--- config.mk ---
export PLATFORM = sky130hd
export DESIGN_NAME = min_max_mean_threshold_monitor
export DESIGN_NICKNAME = d
export VERILOG_FILES = /design/src/rtl/mmmtm_pkg.sv /design/src/rtl/min_max_mean_threshold_monitor.sv /design/src/rtl/mmmtm_div.sv
export SDC_FILE = /design/constraint.sdc
export NUM_CORES = 1
export LEC_CHECK = 0
export BUFFER_PORTS_ARGS = -buffer_cell sky130_fd_sc_hd__buf_2
export CAP_MARGIN = 0
export CORE_AREA = 2 2 192 194
export DETAILED_ROUTE_END_ITERATION = 10
export DIE_AREA = 0 0 194 196
export HOLD_SLACK_MARGIN = 0.08
export PLACE_DENSITY = 0.75
export SYNTH_ARGS = -nofsm -noshare
export SYNTH_HDL_FRONTEND = slang
export SYNTH_SLANG_ARGS = --single-unit
--- constraint.sdc ---
create_clock -name clk -period 7.5 [get_ports clk]
set_clock_uncertainty 0.1 [all_clocks]
set_input_delay 1.5 -clock clk [delete_from_list [all_inputs] [get_ports clk]]
set_output_delay 1.5 -clock clk [all_outputs]
set_load 0.02 [all_outputs]
--- src/rtl/mmmtm_pkg.sv ---
// Shared types and constants for the min/max/mean threshold monitor.
`default_nettype none

package mmmtm_pkg;

  localparam int SAMPLE_W = 16;
  localparam int COUNT_W  = 32;
  localparam int SUM_W    = SAMPLE_W + COUNT_W;
  localparam int TICK_W   = 32;
  localparam int QUOT_W   = SAMPLE_W;
  localparam int QSTEP_W  = $clog2(QUOT_W);
  localparam int ACTION_W = 2;
  localparam int OUT_W    = 3 * SAMPLE_W + COUNT_W + 1 + TICK_W;
  localparam int OUT_PAD  = ((OUT_W + 7) / 8) * 8;

  localparam logic [SAMPLE_W-1:0] SAMPLE_MAX = {SAMPLE_W{1'b1}};
  localparam logic [COUNT_W-1:0]  COUNT_MAX  = {COUNT_W{1'b1}};
  localparam logic [TICK_W-1:0]   TICK_MAX   = {TICK_W{1'b1}};
  localparam logic [SUM_W-1:0]    SUM_LIMIT  =
    SUM_W'(SAMPLE_MAX) * SUM_W'(COUNT_MAX);

  typedef enum logic [ACTION_W-1:0] {
    ACT_SAMPLE  = 2'd0,
    ACT_TICK    = 2'd1,
    ACT_RESTART = 2'd2,
    ACT_NONE    = 2'd3
  } action_t;

  typedef enum logic {
    REG_THRESHOLD = 1'b0,
    REG_ENABLE    = 1'b1
  } reg_index_t;

  typedef enum logic [1:0] {
    ST_IDLE,
    ST_UPDATE,
    ST_DIVIDE,
    ST_OUTPUT
  } state_t;

endpackage

`default_nettype wire

--- src/rtl/min_max_mean_threshold_monitor.sv ---
// Top level of the sensor statistics monitor with time-over-threshold count.
// An accepted beat passes through the update, divide and output states to its result beat.
// The divide state waits for the 16-step quotient loop of the divider.
// The input is not ready while an item is in work; a waiting result holds off the next.
// Reset clears all statistics, the threshold and its enable; no clearing pass is needed.
`default_nettype none

module min_max_mean_threshold_monitor
  import mmmtm_pkg::*;
(
  input  wire logic               clk,
  input  wire logic               rst,
  input  wire logic               s_tvalid,
  output logic                    s_tready,
  input  wire logic [SAMPLE_W-1:0] s_tdata,  // sample
  input  wire logic [ACTION_W-1:0] s_tuser,  // action
  output logic                    m_tvalid,
  input  wire logic               m_tready,
  // max_value, min_value, mean_value, sample_total, over_threshold, over_time, zero pad
  output logic [OUT_PAD-1:0]      m_tdata,
  input  wire logic               cfg_valid,
  output logic                    cfg_ready,
  input  wire logic               cfg_index,
  input  wire logic [SAMPLE_W-1:0] cfg_data
);

  state_t state, state_next;

  logic [SAMPLE_W-1:0] threshold;
  logic                threshold_enable;
  logic [SAMPLE_W-1:0] max_seen;
  logic [SAMPLE_W-1:0] min_seen;
  logic [SUM_W-1:0]    running_sum;
  logic [COUNT_W-1:0]  running_count;
  logic                over_flag;
  logic [TICK_W-1:0]   over_ticks;
  action_t             action;
  logic [SAMPLE_W-1:0] sample;

  logic                div_start;
  logic                div_done;
  logic [QUOT_W-1:0]   quotient;
  logic [SUM_W:0]      sum_add;
  logic [SAMPLE_W-1:0] mean;
  logic                load_out;

  assign cfg_ready = 1'b1;
  assign sum_add   = {1'b0, running_sum} + (SUM_W + 1)'(sample);
  assign mean      = (running_count == '0) ? '0 : quotient;

  always_ff @(posedge clk) begin
    if (rst) begin
      state <= ST_IDLE;
    end else begin
      state <= state_next;
    end
  end

  always_comb begin
    state_next = state;
    s_tready   = 1'b0;
    div_start  = 1'b0;
    load_out   = 1'b0;
    unique case (state)
      ST_IDLE: begin
        s_tready = 1'b1;
        if (s_tvalid) begin
          state_next = ST_UPDATE;
        end
      end
      ST_UPDATE: begin
        state_next = ST_DIVIDE;
      end
      ST_DIVIDE: begin
        if (!div_start && div_done) begin
          state_next = ST_OUTPUT;
        end
      end
      ST_OUTPUT: begin
        if (!m_tvalid || m_tready) begin
          load_out   = 1'b1;
          state_next = ST_IDLE;
        end
      end
      default: state_next = ST_IDLE;
    endcase
    if (state == ST_UPDATE) begin
      div_start = 1'b0;
    end
  end

  // The divider starts on the first cycle of the divide state, after the
  // statistics have taken this item.
  logic div_first;

  always_ff @(posedge clk) begin
    if (rst) begin
      div_first <= 1'b0;
    end else begin
      div_first <= (state == ST_UPDATE);
    end
  end

  mmmtm_div u_div (
    .clk      (clk),
    .rst      (rst),
    .start    (div_first),
    .dividend (running_sum),
    .divisor  (running_count),
    .done     (div_done),
    .quotient (quotient)
  );

  always_ff @(posedge clk) begin
    if (s_tvalid && s_tready) begin
      action <= action_t'(s_tuser);
      sample <= s_tdata;
    end
  end

  always_ff @(posedge clk) begin
    if (rst) begin
      threshold        <= '0;
      threshold_enable <= 1'b0;
    end else if (cfg_valid && cfg_ready) begin
      unique case (reg_index_t'(cfg_index))
        REG_THRESHOLD: threshold        <= cfg_data;
        REG_ENABLE:    threshold_enable <= cfg_data[0];
        default:       threshold        <= threshold;
      endcase
    end
  end

  always_ff @(posedge clk) begin
    if (rst) begin
      max_seen      <= '0;
      min_seen      <= '0;
      running_sum   <= '0;
      running_count <= '0;
      over_flag     <= 1'b0;
      over_ticks    <= '0;
    end else if (state == ST_UPDATE) begin
      unique case (action)
        ACT_SAMPLE: begin
          if (running_count == '0) begin
            max_seen <= sample;
            min_seen <= sample;
          end else begin
            if (sample > max_seen) begin
              max_seen <= sample;
            end
            if (sample < min_seen) begin
              min_seen <= sample;
            end
          end
          if (running_count != COUNT_MAX) begin
            running_count <= running_count + 1'b1;
            running_sum   <= (sum_add > {1'b0, SUM_LIMIT}) ? SUM_LIMIT
                                                           : sum_add[SUM_W-1:0];
          end
          if (threshold_enable) begin
            over_flag <= sample > threshold;
          end
        end
        ACT_TICK: begin
          if (threshold_enable && over_flag && over_ticks != TICK_MAX) begin
            over_ticks <= over_ticks + 1'b1;
          end
        end
        ACT_RESTART: begin
          max_seen      <= '0;
          min_seen      <= '0;
          running_sum   <= '0;
          running_count <= '0;
          over_flag     <= 1'b0;
          over_ticks    <= '0;
        end
        default: begin
          over_flag <= over_flag;
        end
      endcase
    end
  end

  always_ff @(posedge clk) begin
    if (rst) begin
      m_tvalid <= 1'b0;
    end else if (load_out) begin
      m_tvalid <= 1'b1;
    end else if (m_tready) begin
      m_tvalid <= 1'b0;
    end
  end

  always_ff @(posedge clk) begin
    if (load_out) begin
      m_tdata <= {(OUT_PAD - OUT_W)'(0), over_ticks, over_flag, running_count,
                  mean, min_seen, max_seen};
    end
  end

endmodule

`default_nettype wire

--- src/rtl/mmmtm_div.sv ---
// Restoring divider that produces a 16-bit quotient one bit per cycle.
`default_nettype none

module mmmtm_div
  import mmmtm_pkg::*;
(
  input  wire logic               clk,
  input  wire logic               rst,
  input  wire logic               start,
  input  wire logic [SUM_W-1:0]   dividend,
  input  wire logic [COUNT_W-1:0] divisor,
  output logic                    done,
  output logic [QUOT_W-1:0]       quotient
);

  logic [COUNT_W-1:0] rem;
  logic [QUOT_W-1:0]  shreg;
  logic [COUNT_W-1:0] dvsr;
  logic [QSTEP_W-1:0] step;
  logic               busy;
  logic [COUNT_W:0]   trial;
  logic               fits;

  // The quotient never exceeds the largest sample, so the upper part of the
  // dividend is already below the divisor and only the low bits need steps.
  assign trial = {rem, shreg[QUOT_W-1]};
  assign fits  = trial >= {1'b0, dvsr};

  always_ff @(posedge clk) begin
    if (rst) begin
      busy <= 1'b0;
      done <= 1'b0;
      step <= '0;
    end else begin
      done <= 1'b0;
      if (start) begin
        busy <= 1'b1;
        step <= '0;
      end else if (busy) begin
        step <= step + 1'b1;
        if (step == QSTEP_W'(QUOT_W - 1)) begin
          busy <= 1'b0;
          done <= 1'b1;
        end
      end
    end
  end

  always_ff @(posedge clk) begin
    if (start) begin
      rem   <= dividend[SUM_W-1:QUOT_W];
      shreg <= dividend[QUOT_W-1:0];
      dvsr  <= divisor;
    end else if (busy) begin
      rem   <= fits ? COUNT_W'(trial - {1'b0, dvsr}) : trial[COUNT_W-1:0];
      shreg <= {shreg[QUOT_W-2:0], fits};
    end
  end

  assign quotient = shreg;

endmodule

`default_nettype wire

==> reports/metrics.cfg <==
[status]
outcome = completed

[die]
num_rows = 70
die-area_sq_mm = 0.0380
chipWidth_microns = 194
boundaryPins = 163
die_h_microns = 196
start_util_pct = 52.9
coreArea_sq_mm = 0.0361

[yosys]
seq_area_frac_synth_pct = 51.2
synthTopCellsByCount = edfxtp_1, nor2_1, dfxtp_1
yosys.area.top_type = edfxtp_1
synthAdderAreaFrac_pct = 6.96
muxShareOfSynthArea_pct = 3.21
yosys-top-cells-area = edfxtp_1, dfxtp_1, ha_1, nor2_1, a21oi_1
yosysTopAreaCellShare_pct = 33.2
ys_types = 83
synth_edf_count = 211
synth_ff_type = edfxtp_1
synth-xor-area-share_pct = 4.63
yosysWarnings = 0
ys_async_sr_fraction_pct = 0
synth_area_sq_mm = 0.0191
synth_simple_gate_area_share_pct = 17.3
synth_top_family_by_area = simple AND/OR/NAND/NOR gates
syn_avg_cell_area_sq_um = 10.1
syn-instance-count = 1886
ys_ff_latch = 383
synth_most_common_cell = edfxtp_1
synth_compound_area_share_pct = 12.7

[sta]
setup_viol = 0
slew_viol_final = 0
relSlewSlack_pct = 10.6
hold_viol_final = 0
fmax_mhz = 180
hold_ws_ns = 0.357
period_needed_ns = 5.56
worst_pin_slew_ns = 1.34
rsz0062_at_grt = false
period_share_pct = 74.1
fin_setup_tns_ns = 0

[flow_run]
maxCapViolations = 0

[pwr]
p_sw_w = 0.00259
powerDensity_mw_per_mm2 = 340
p_seq_share_pct = 39.2
intPower_w = 0.00474
pwr-share-comb_pct = 34.2
switching_share_pct = 35.3
max-vdd-ir-drop_uv = 202
p_clk_share_pct = 26.6
p_leak_nw = 8.19

[clocking]
cts_resized = 0
clk_path_buf_depth = 3
cts_tree = done
cts.sinks = 383
insertion_delay_ns = 0.56
clk_pin_slew_ns = 0.06
cts_max_level = 2
cts_hold_repair.buffers = 0
numCtsBuffers = 40
ctsRootBufferMaster = clkbuf_16
cts_setup_buffers = 0

[critical_path]
critPathMaxFanout = 30
critPathKind = reg -> reg
crit_start = sample[0]
r2r_start = sample[0]
cp.arrival_ns = 5.96
cp.required_ns = 7.90
endpoint_kind = flop
worst_setup_path_start_kind = flop

[cells_and_area]
design_area_sq_mm = 0.0216
layout.nets = 2170
fin_util_pct = 59.8
layout-drive-gt1-share_pct = 14.1
num-fill-cells = 3031
area_growth_pct = 13.0
n_antenna_cell = 0

[global_route]
track_usage_pct = 24.5
grt_pass1_wl_microns = 75400
grt_max_degree = 94
grt_pass1_vias = 14200
antenna_found_initial = 0
grt_overflow_total = 0

[placement]
io_buffer_count = 154
gp_congestion = 0.908
hpwl_microns = 32600
place_area_sq_mm = 0.0203

[drt]
drtAntennaViolNets = 0
viasPerCell = 5.78
firstDrtPassIters = 7
vias = 14600
routed_wl_microns = 46600
route.detailed.wl_per_inst_microns = 18.4
drtIter0Drc = 1072
drc = 0

[worst_hold_path]
worstHoldStart = threshold[1]
worstHoldPathType = reg -> reg

power by group through the flow:
stage	combinational, W	sequential (W)	clock [W]
6_report	0.00251	0.00287	0.00195
5_1_grt	0.00282	0.00290	0.00207
4_1_cts	0.00250	0.00287	0.00199
3_5_place_dp	0.00248	0.00291	0
3_3_place_gp	0.00241	0.00291	0
2_1_floorplan	0.00187	0.00290	0
layout by cell type, fill, tap and decap left out, types with 51 or more instances in the layout:
| master | instances |
|---|---|
| buf_2 | 154 |
| dfxtp_1 | 171 |
| nand3_1 | 51 |
| a21oi_1 | 136 |
| nand2_1 | 162 |
| inv_1 | 107 |
| xor2_1 | 62 |
| o21ai_0 | 60 |
| ha_1 | 103 |
| edfxtp_1 | 211 |
| nor2_1 | 192 |
worst paths after layout:
kind | to | slack (ns) | cells after the start
worst max-delay path | running_sum[19] | 1.94 | 14
worst min-delay path | threshold[1] | 0.36 | 2
worst max register to register | running_sum[19] | 1.94 | 14
worst min register to register | threshold[1] | 0.36 | 2
flip-flops by register name, indices dropped and copies added (netlist names), 2 cells and up:
signal	cells
sample	16
u_div.quotient	16
min_seen	16
threshold	16
u_div.rem	32
m_tdata	113
running_count	32
running_sum	48
over_ticks	32
max_seen	16
u_div.step	4
action	2
state	2
u_div.dvsr	32
metal layers:
layer  global-route usage, %  share of wire (%)
met3                    3.85                5.8
met5                       0                  0
met2                    40.8                 48
met1                    32.7                 44
met4                    8.14                2.8
through the flow:
step | power [W] | setup slack [ns] | cells
global route | 0.00779 | 1.57 | 2525
global placement | 0.00532 | 2.33 | 2451
finish | 0.00734 | 1.94 | 2525
detailed placement | 0.00539 | 2.12 | 2451
CTS | 0.00736 | 2.09 | 2525
floorplan | 0.00478 | 0.234 | 1892
worst max-delay path, cell delays in order, from the launching register on:
cell and delay (ns):
edfxtp_1 0.39, ha_1 0.20, inv_1 0.06, fa_1 0.40
nor2b_1 0.20, o2111ai_1 0.20, a31oi_1 0.36, o211ai_1 0.29
a21oi_1 0.58, nand4_1 0.63, and2_1 0.43, and2_1 0.15
nor2_2 1.02, o21ai_0 0.21, o21ba_2 0.28
layout make-up:
type	instances	area, sq um	share of cell area, %
Tap cell	468	586	2.72
Timing Repair Buffer	168	876	4.06
Sequential cell	383	9780	45.4
Clock buffer	51	1100	5.12
Inverter	107	402	1.86
Multi-Input combinational cell	1325	8620	40.0
Clock inverter	23	190	0.882
kinds of logic (layout without fill, tap and decap cells):
logic type,after synthesis,in the layout
compound gates,378,378
mux,59,59
flops,383,383
fa+ha+maj,105,105
xor+xnor,101,101
other cells,2,8
buf+inv,184,349
simple gates,674,674
(Power assumes the default switching activity.)
